===== config.mk =====
export PLATFORM = sky130hd
export DESIGN_NAME = uuid_text_parser_flat
export DESIGN_NICKNAME = d
export VERILOG_FILES = /design/src/rtl/utp_pkg.sv /design/src/rtl/utp_char_if.sv /design/src/rtl/utp_id_if.sv /design/src/rtl/utp_char_class.sv /design/src/rtl/utp_out_reg.sv /design/src/rtl/uuid_text_parser.sv /design/src/flat_wrapper.sv
export SDC_FILE = /design/constraint.sdc
export NUM_CORES = 1
export LEC_CHECK = 0
export BUFFER_PORTS_ARGS = -buffer_cell sky130_fd_sc_hd__buf_2
export CAP_MARGIN = 30
export CORE_UTILIZATION = 55
export DETAILED_ROUTE_END_ITERATION = 7
export PLACE_DENSITY = 0.75
export SYNTH_ARGS = -nofsm -noshare
export SYNTH_HDL_FRONTEND = slang
export SYNTH_SLANG_ARGS = --single-unit

===== constraint.sdc =====
create_clock -name clk -period 9.3 [get_ports clk]
set_clock_uncertainty 0.15 [all_clocks]
set_input_delay 2.325 -clock clk [delete_from_list [all_inputs] [get_ports clk]]
set_output_delay 2.325 -clock clk [all_outputs]
set_load 0.01 [all_outputs]

===== src/rtl/utp_pkg.sv =====
package utp_pkg;

	localparam int unsigned IdWidth    = 128;
	localparam int unsigned HalfWidth  = 64;
	localparam int unsigned CountWidth = 6;

	localparam logic [CountWidth-1:0] DigitsTotal = 6'd32;
	localparam logic [CountWidth-1:0] DashAt0     = 6'd8;
	localparam logic [CountWidth-1:0] DashAt1     = 6'd12;
	localparam logic [CountWidth-1:0] DashAt2     = 6'd16;
	localparam logic [CountWidth-1:0] DashAt3     = 6'd20;

	localparam logic [7:0] CharDash  = 8'h2D;
	localparam logic [7:0] CharSpace = 8'h20;
	localparam logic [7:0] CharTab   = 8'h09;
	localparam logic [7:0] CharCr    = 8'h0D;
	localparam logic [7:0] CharZero  = 8'h30;
	localparam logic [7:0] CharNine  = 8'h39;
	localparam logic [7:0] CharUpA   = 8'h41;
	localparam logic [7:0] CharUpF   = 8'h46;
	localparam logic [7:0] CharLowA  = 8'h61;
	localparam logic [7:0] CharLowF  = 8'h66;

	typedef enum logic [2:0] {
		PHASE_LEAD = 3'b001,
		PHASE_BODY = 3'b010,
		PHASE_DONE = 3'b100
	} phase_t;

	typedef struct packed {
		logic       lead_space;
		logic       space;
		logic       dash;
		logic       hex;
		logic [3:0] nibble;
	} char_class_t;

	typedef struct packed {
		logic                 push;
		logic                 ok;
		logic [IdWidth-1:0]   id;
	} result_t;

endpackage


===== src/rtl/utp_char_if.sv =====
interface utp_char_if;
	logic       valid;
	logic       ready;
	logic [7:0] character;
	logic       start_req;
	logic       end_of_text;

	modport source (output valid, output character, output start_req, output end_of_text,
		input ready);
	modport sink (input valid, input character, input start_req, input end_of_text,
		output ready);
endinterface


===== src/rtl/utp_id_if.sv =====
interface utp_id_if;
	logic        valid;
	logic        ready;
	logic [63:0] id_high;
	logic [63:0] id_low;
	logic        ok;

	modport source (output valid, output id_high, output id_low, output ok, input ready);
	modport sink (input valid, input id_high, input id_low, input ok, output ready);
endinterface


===== src/rtl/utp_char_class.sv =====
module utp_char_class import utp_pkg::*; (
	input  logic [7:0]  character,
	output char_class_t cls
);

	logic is_num;
	logic is_up;
	logic is_low;

	always_comb begin
		is_num = (character >= CharZero) && (character <= CharNine);
		is_up  = (character >= CharUpA) && (character <= CharUpF);
		is_low = (character >= CharLowA) && (character <= CharLowF);

		cls.space      = (character == CharSpace);
		cls.lead_space = cls.space || ((character >= CharTab) && (character <= CharCr));
		cls.dash       = (character == CharDash);
		cls.hex        = is_num || is_up || is_low;

		if (is_num) begin
			cls.nibble = character[3:0];
		end else begin
			// Letters a-f and A-F share the low three bits; value is 9 plus those bits.
			cls.nibble = 4'd9 + {1'b0, character[2:0]};
		end
	end

endmodule


===== src/rtl/utp_out_reg.sv =====
module utp_out_reg import utp_pkg::*; (
	input  logic    clk,
	input  logic    arst_n,
	input  result_t res,
	output logic    can_take,
	utp_id_if.source rsp
);

	logic               valid_q;
	logic               ok_q;
	logic [IdWidth-1:0] id_q;

	assign can_take = !valid_q || rsp.ready;

	always_ff @(posedge clk or negedge arst_n) begin
		if (!arst_n) begin
			valid_q <= 1'b0;
		end else if (can_take) begin
			valid_q <= res.push;
		end
	end

	always_ff @(posedge clk) begin
		if (can_take && res.push) begin
			ok_q <= res.ok;
			id_q <= res.id;
		end
	end

	assign rsp.valid   = valid_q;
	assign rsp.ok      = ok_q;
	assign rsp.id_high = id_q[IdWidth-1:HalfWidth];
	assign rsp.id_low  = id_q[HalfWidth-1:0];

endmodule


===== src/rtl/uuid_text_parser.sv =====
// Output: a result is registered and appears in the cycle after the beat that completes it.
// Throughput: one character beat per cycle; input stalls only while a result
// waits on the output and the output is not ready.
// Reset: asynchronous, active low; the parser returns to skipping leading
// white space and holds no pending result.
module uuid_text_parser import utp_pkg::*; (
	input  logic clk,
	input  logic arst_n,
	utp_char_if.sink  req,
	utp_id_if.source  rsp
);

	phase_t                phase_q;
	logic [CountWidth-1:0] count_q;
	logic [IdWidth-1:0]    acc_q;

	phase_t                phase_cur;
	logic [CountWidth-1:0] count_cur;
	logic [IdWidth-1:0]    acc_cur;

	phase_t                phase_nxt;
	logic [CountWidth-1:0] count_nxt;
	logic [IdWidth-1:0]    acc_nxt;
	logic [CountWidth-1:0] count_inc;
	logic [IdWidth-1:0]    acc_shift;
	logic                  dash_ok;

	char_class_t cls;
	result_t     res;
	logic        can_take;
	logic        accept;

	utp_char_class u_class (
		.character(req.character),
		.cls      (cls)
	);

	utp_out_reg u_out (
		.clk     (clk),
		.arst_n  (arst_n),
		.res     (res),
		.can_take(can_take),
		.rsp     (rsp)
	);

	assign req.ready = can_take;
	assign accept    = req.valid && can_take;

	always_comb begin
		phase_cur = req.start_req ? PHASE_LEAD : phase_q;
		count_cur = req.start_req ? '0 : count_q;
		acc_cur   = req.start_req ? '0 : acc_q;

		count_inc = count_cur + 1'b1;
		acc_shift = {acc_cur[IdWidth-5:0], cls.nibble};
		dash_ok   = (count_cur == DashAt0) || (count_cur == DashAt1) ||
			(count_cur == DashAt2) || (count_cur == DashAt3);

		phase_nxt = phase_cur;
		count_nxt = count_cur;
		acc_nxt   = acc_cur;
		res.push  = 1'b0;
		res.ok    = 1'b0;
		res.id    = '0;

		if (req.valid && ((phase_cur == PHASE_LEAD) || (phase_cur == PHASE_BODY))) begin
			if (req.end_of_text) begin
				res.push  = 1'b1;
				phase_nxt = PHASE_DONE;
				acc_nxt   = '0;
			end else if ((phase_cur == PHASE_LEAD) && cls.lead_space) begin
				phase_nxt = PHASE_LEAD;
			end else if (cls.hex) begin
				acc_nxt   = acc_shift;
				count_nxt = count_inc;
				if (count_inc >= DigitsTotal) begin
					res.push  = 1'b1;
					res.ok    = 1'b1;
					res.id    = acc_shift;
					phase_nxt = PHASE_DONE;
				end else begin
					phase_nxt = PHASE_BODY;
				end
			end else if ((cls.dash && dash_ok) || cls.space) begin
				phase_nxt = PHASE_BODY;
			end else begin
				res.push  = 1'b1;
				phase_nxt = PHASE_DONE;
				acc_nxt   = '0;
			end
		end
	end

	always_ff @(posedge clk or negedge arst_n) begin
		if (!arst_n) begin
			phase_q <= PHASE_LEAD;
			count_q <= '0;
			acc_q   <= '0;
		end else if (accept) begin
			phase_q <= phase_nxt;
			count_q <= count_nxt;
			acc_q   <= acc_nxt;
		end
	end

endmodule


===== src/flat_wrapper.sv =====
// flat-port wrapper written by rule: the top's interface ports become plain ports
module uuid_text_parser_flat import utp_pkg::*;
  (clk, arst_n, req_valid, req_character, req_start_req, req_end_of_text, req_ready, rsp_valid, rsp_id_high, rsp_id_low, rsp_ok, rsp_ready);
  utp_char_if req_i ();
  utp_id_if rsp_i ();
  input  logic clk;
  input  logic arst_n;
  input wire logic [$bits(req_i.valid)-1:0] req_valid;
  input wire logic [$bits(req_i.character)-1:0] req_character;
  input wire logic [$bits(req_i.start_req)-1:0] req_start_req;
  input wire logic [$bits(req_i.end_of_text)-1:0] req_end_of_text;
  output wire logic [$bits(req_i.ready)-1:0] req_ready;
  output wire logic [$bits(rsp_i.valid)-1:0] rsp_valid;
  output wire logic [$bits(rsp_i.id_high)-1:0] rsp_id_high;
  output wire logic [$bits(rsp_i.id_low)-1:0] rsp_id_low;
  output wire logic [$bits(rsp_i.ok)-1:0] rsp_ok;
  input wire logic [$bits(rsp_i.ready)-1:0] rsp_ready;
  assign req_i.valid = req_valid;
  assign req_i.character = req_character;
  assign req_i.start_req = req_start_req;
  assign req_i.end_of_text = req_end_of_text;
  assign req_ready = req_i.ready;
  assign rsp_valid = rsp_i.valid;
  assign rsp_id_high = rsp_i.id_high;
  assign rsp_id_low = rsp_i.id_low;
  assign rsp_ok = rsp_i.ok;
  assign rsp_i.ready = rsp_ready;
  uuid_text_parser u_core (.clk(clk), .arst_n(arst_n), .req(req_i), .rsp(rsp_i));
endmodule

==> summary.md <==
| Metric | Value |
|---|---|
| FP Rows | `49` |
| # setup viols final | `0` |
| Clk sinks | `263` |
| WP data arrival | `2750 ps` |
| Hold WC Path Type | `reg2reg` |
| First-pass GRT wire length | `30.0 mm` |
| Cell Area, Synth | `10100 µm²` |
| FF-to-FF Start | `u_core.phase_q[0]$_DFFE_PN1P_` |
| DP Area | `around 11000 µm²` |
| Starting Density | `0.561` |
| Hold Startpoint | `u_core.acc_q[123]$_DFFE_PN0P_` |
| Clock latency at the later pin of the worst-skew pair | `510 ps` |
| Layout Utilization | `0.657` |
| Number of synthesized flops with an enable pin | `129` |
| Fin crit share | `0.562` |
| Hold Fails Final Rpt | `0` |
| Largest stage delay, worst path | `170 ps` |
| Setup crit start | `rsp_ready` |
| Pre-Repair DR Iteration Count | `5` |
| P&R area growth vs syn | `17.2%` |
| Crit path buf inv count | `2` |
| Synth warn | `0` |
| Clock input transition at the sequential cells of the worst setup and hold paths | `60 ps` |
| Final net count | `820` |
| Die Wd | `137 µm` |
| Post_cts resized | `0` |
| Most common cell after layout, fill and taps aside | `buf_2` |
| Leak | `5.09 nW` |
| Core area | `around 18000 µm²` |
| CTS tree | `done` |
| Synth unique cells | `52` |
| Cell taking the most area after synthesis | `edfxtp_1` |
| Share of the synthesized area in the top cell type | `0.384` |
| Unrepaired setup endpoints after global routing | `no` |
| Maximum fanout along the worst path | `4` |
| Pin count of the biggest net entering global routing | `between 100 and 150` |
| Ant diodes | `0` |
| Cell Chain, Critical Path | `buf_2 -> nand2b_1 -> buf_2` |
| Initial antenna violation count | `0` |
| TNS Setup | `0 ps` |
| Critical Path Source Type | `input port` |
| Syn Nets | `685` |
| Max cap viols | `0` |
| Critical path endpoint category | `output port` |
| Peak supply drop | `~180 µV` |
| Routed vias | `5981` |
| Port Buffer Count | `144` |
| Max transition margin | `0.330` |
| CTS Hold Buffers Added | `0` |
| Multiplexer share of the synthesized area | `0` |
| Post-place setup slack | `3380 ps` |
| Detail Route Antenna Nets | `0` |
| Synthesized area per cell | `15.1 µm²` |
| Flops & latches, synth | `263` |
| Asr flop ratio synth | `0.510` |
| Setup Buffers After CTS | `0` |
| Mapped Cells | `roughly 670` |
| GPL Wtd Cong | `0.805` |
| Vias in the first global route | `5865` |
| CTS buffer count | `25` |
| Seq/Total Area, Yosys | `0.717` |
| CTS H-tree lvls | `1` |
| DR iter-0 viols | `401` |
| Drt total wl | `19.1 mm` |
| Final instance area | `11800 µm²` |
| Simple-gate share of the synthesized area | `0.106` |
| Power Density | `210 nW/µm²` |
| DIE AREA | `18900 µm²` |
| Most frequent cells in the layout | `buf_2 (143), dfrtp_1 (133), edfxtp_1 (129), and2_1 (126), a22o_1 (122)` |
| CTS max path bufs | `3` |
| CP top delay family | `buffers and inverters` |
| Layout cells sized above 1 | `0.240` |
| Chip Height | `137 µm` |
| Crit path kind | `in2out` |
| Slew @ Worst Pin | `between 1000 and 1500 ps` |
| Fin. max-slew vios | `0` |
| GRT Overall Usage | `0.204` |
| # IOs | `145` |
| DR DRC count | `0` |
| Area contributors post-synth | `edfxtp_1 (38%), dfrtp_1 (33%), a22o_1 (11%)` |
| Fmax | `~190 MHz` |
| WL/cell | `18.2 µm` |
| Clock root cell | `clkbuf_16` |
| Via-to-Cell Ratio | `5.70` |
| Total grt overflow | `0` |
| Synth Area in Compound Gates | `0.141` |
| CP Data Required Time | `between 6000 and 7000 ps` |
| Worst setup margin | `4080 ps` |
| Top_reg_cell synth | `dfrtp_1` |
| Top cell by count, worst path | `buf_2` |
| Synth Area in Adders | `0.00497` |
| Minimum clock period | `~5200 ps` |
| Largest family of logic cells by synthesized area | `compound AO/OA/AOI/OAI gates` |
| Crit-path slowest cell | `nand2b_1` |
| Post-DP HPWL | `11.7 mm` |
| Synth Area in XOR/XNOR | `0.00348` |
| Status | `completed` |
==> routing by layer <==
layer	vias to the layer above	global-route usage	wire, µm
li1	2742	-	-
met1	3055	0.284	8250
met2	164	0.339	9560
met3	20	0.0320	1020
met4	0	0.0482	262
met5	-	0	0
==> stage by stage <==
| stage | instances | power, mW | hold slack, ps |
|---|---|---|---|
| global route | 1050 | 2.56 | 382 |
| global placement | 1001 | 1.45 | 331 |
| detailed placement | 1002 | 1.46 | 333 |
| CTS | 1048 | 2.50 | 351 |
| floorplan | 667 | 1.39 | 314 |
| finish | 1050 | 2.48 | 351 |
==> cell families after synthesis <==
kind of cell,after synthesis
buffers and inverters,52
xor gates and xnor gates,4
AOI/OAI and AO/OA,166
DFF,263
and+or+nand+nor,178
adders and majority gates,4
==> where the power goes <==
part	total, mW	internal [mW]	switching, mW	leakage [nW]
clock network	1.04	0.632	0.408	0.413
logic	0.148	0.0480	0.0997	1.64
registers	1.29	1.27	0.0192	3.03
==> registers in the layout, summed over array words and instances, names as in the netlist <==
signal                  count
u_core.acc_q              124
u_core.count_q              6
u_core.phase_q              3
u_core.u_out.id_q         128
u_core.u_out.rsp.ok         1
u_core.u_out.rsp.valid      1
==> worst paths after layout <==
check                                                            end  cells past startpoint  slack (ps)
worst max-delay path                                       req_ready                      3        4080
worst min-delay path                   u_core.acc_q[123]$_DFFE_PN0P_                      1         350
worst max register to register  u_core.u_out.id_q[105]$_SDFFCE_PP0P_                      6        6310
worst min register to register         u_core.acc_q[123]$_DFFE_PN0P_                      1         350
max in group asynchronous               u_core.acc_q[85]$_DFFE_PN0P_                      3        6390
min in group asynchronous               u_core.acc_q[42]$_DFFE_PN0P_                      1        1600
==> synthesized netlist by cell type (all sizes together), types with 2 or more instances <==
master   count
nand2       15
nor2        13
a22o       122
o21ai        6
clkbuf      22
and3         2
nand2b       4
a41o         3
buf         23
ha           4
nand3        6
a2bb2oi      2
o2bb2ai      4
o211ai       3
edfxtp     129
a21oi        4
inv          7
o21a         2
and2       127
o31ai        2
a211o        2
a21boi       5
nor4b        2
xnor2        3
nor4         3
nor2b        3
dfrtp      133
o221ai       2
==> final cells by class <==
cell class	instances	area, µm²
flip-flops and latches	263	7230
fillers	1279	6160
multi-input cells	352	2580
repair buffers	153	831
clock buffers	36	697
well taps	229	287
clock inverters	10	154
inverters	7	26.3
No activity file was read; power rests on OpenSTA's default activity.
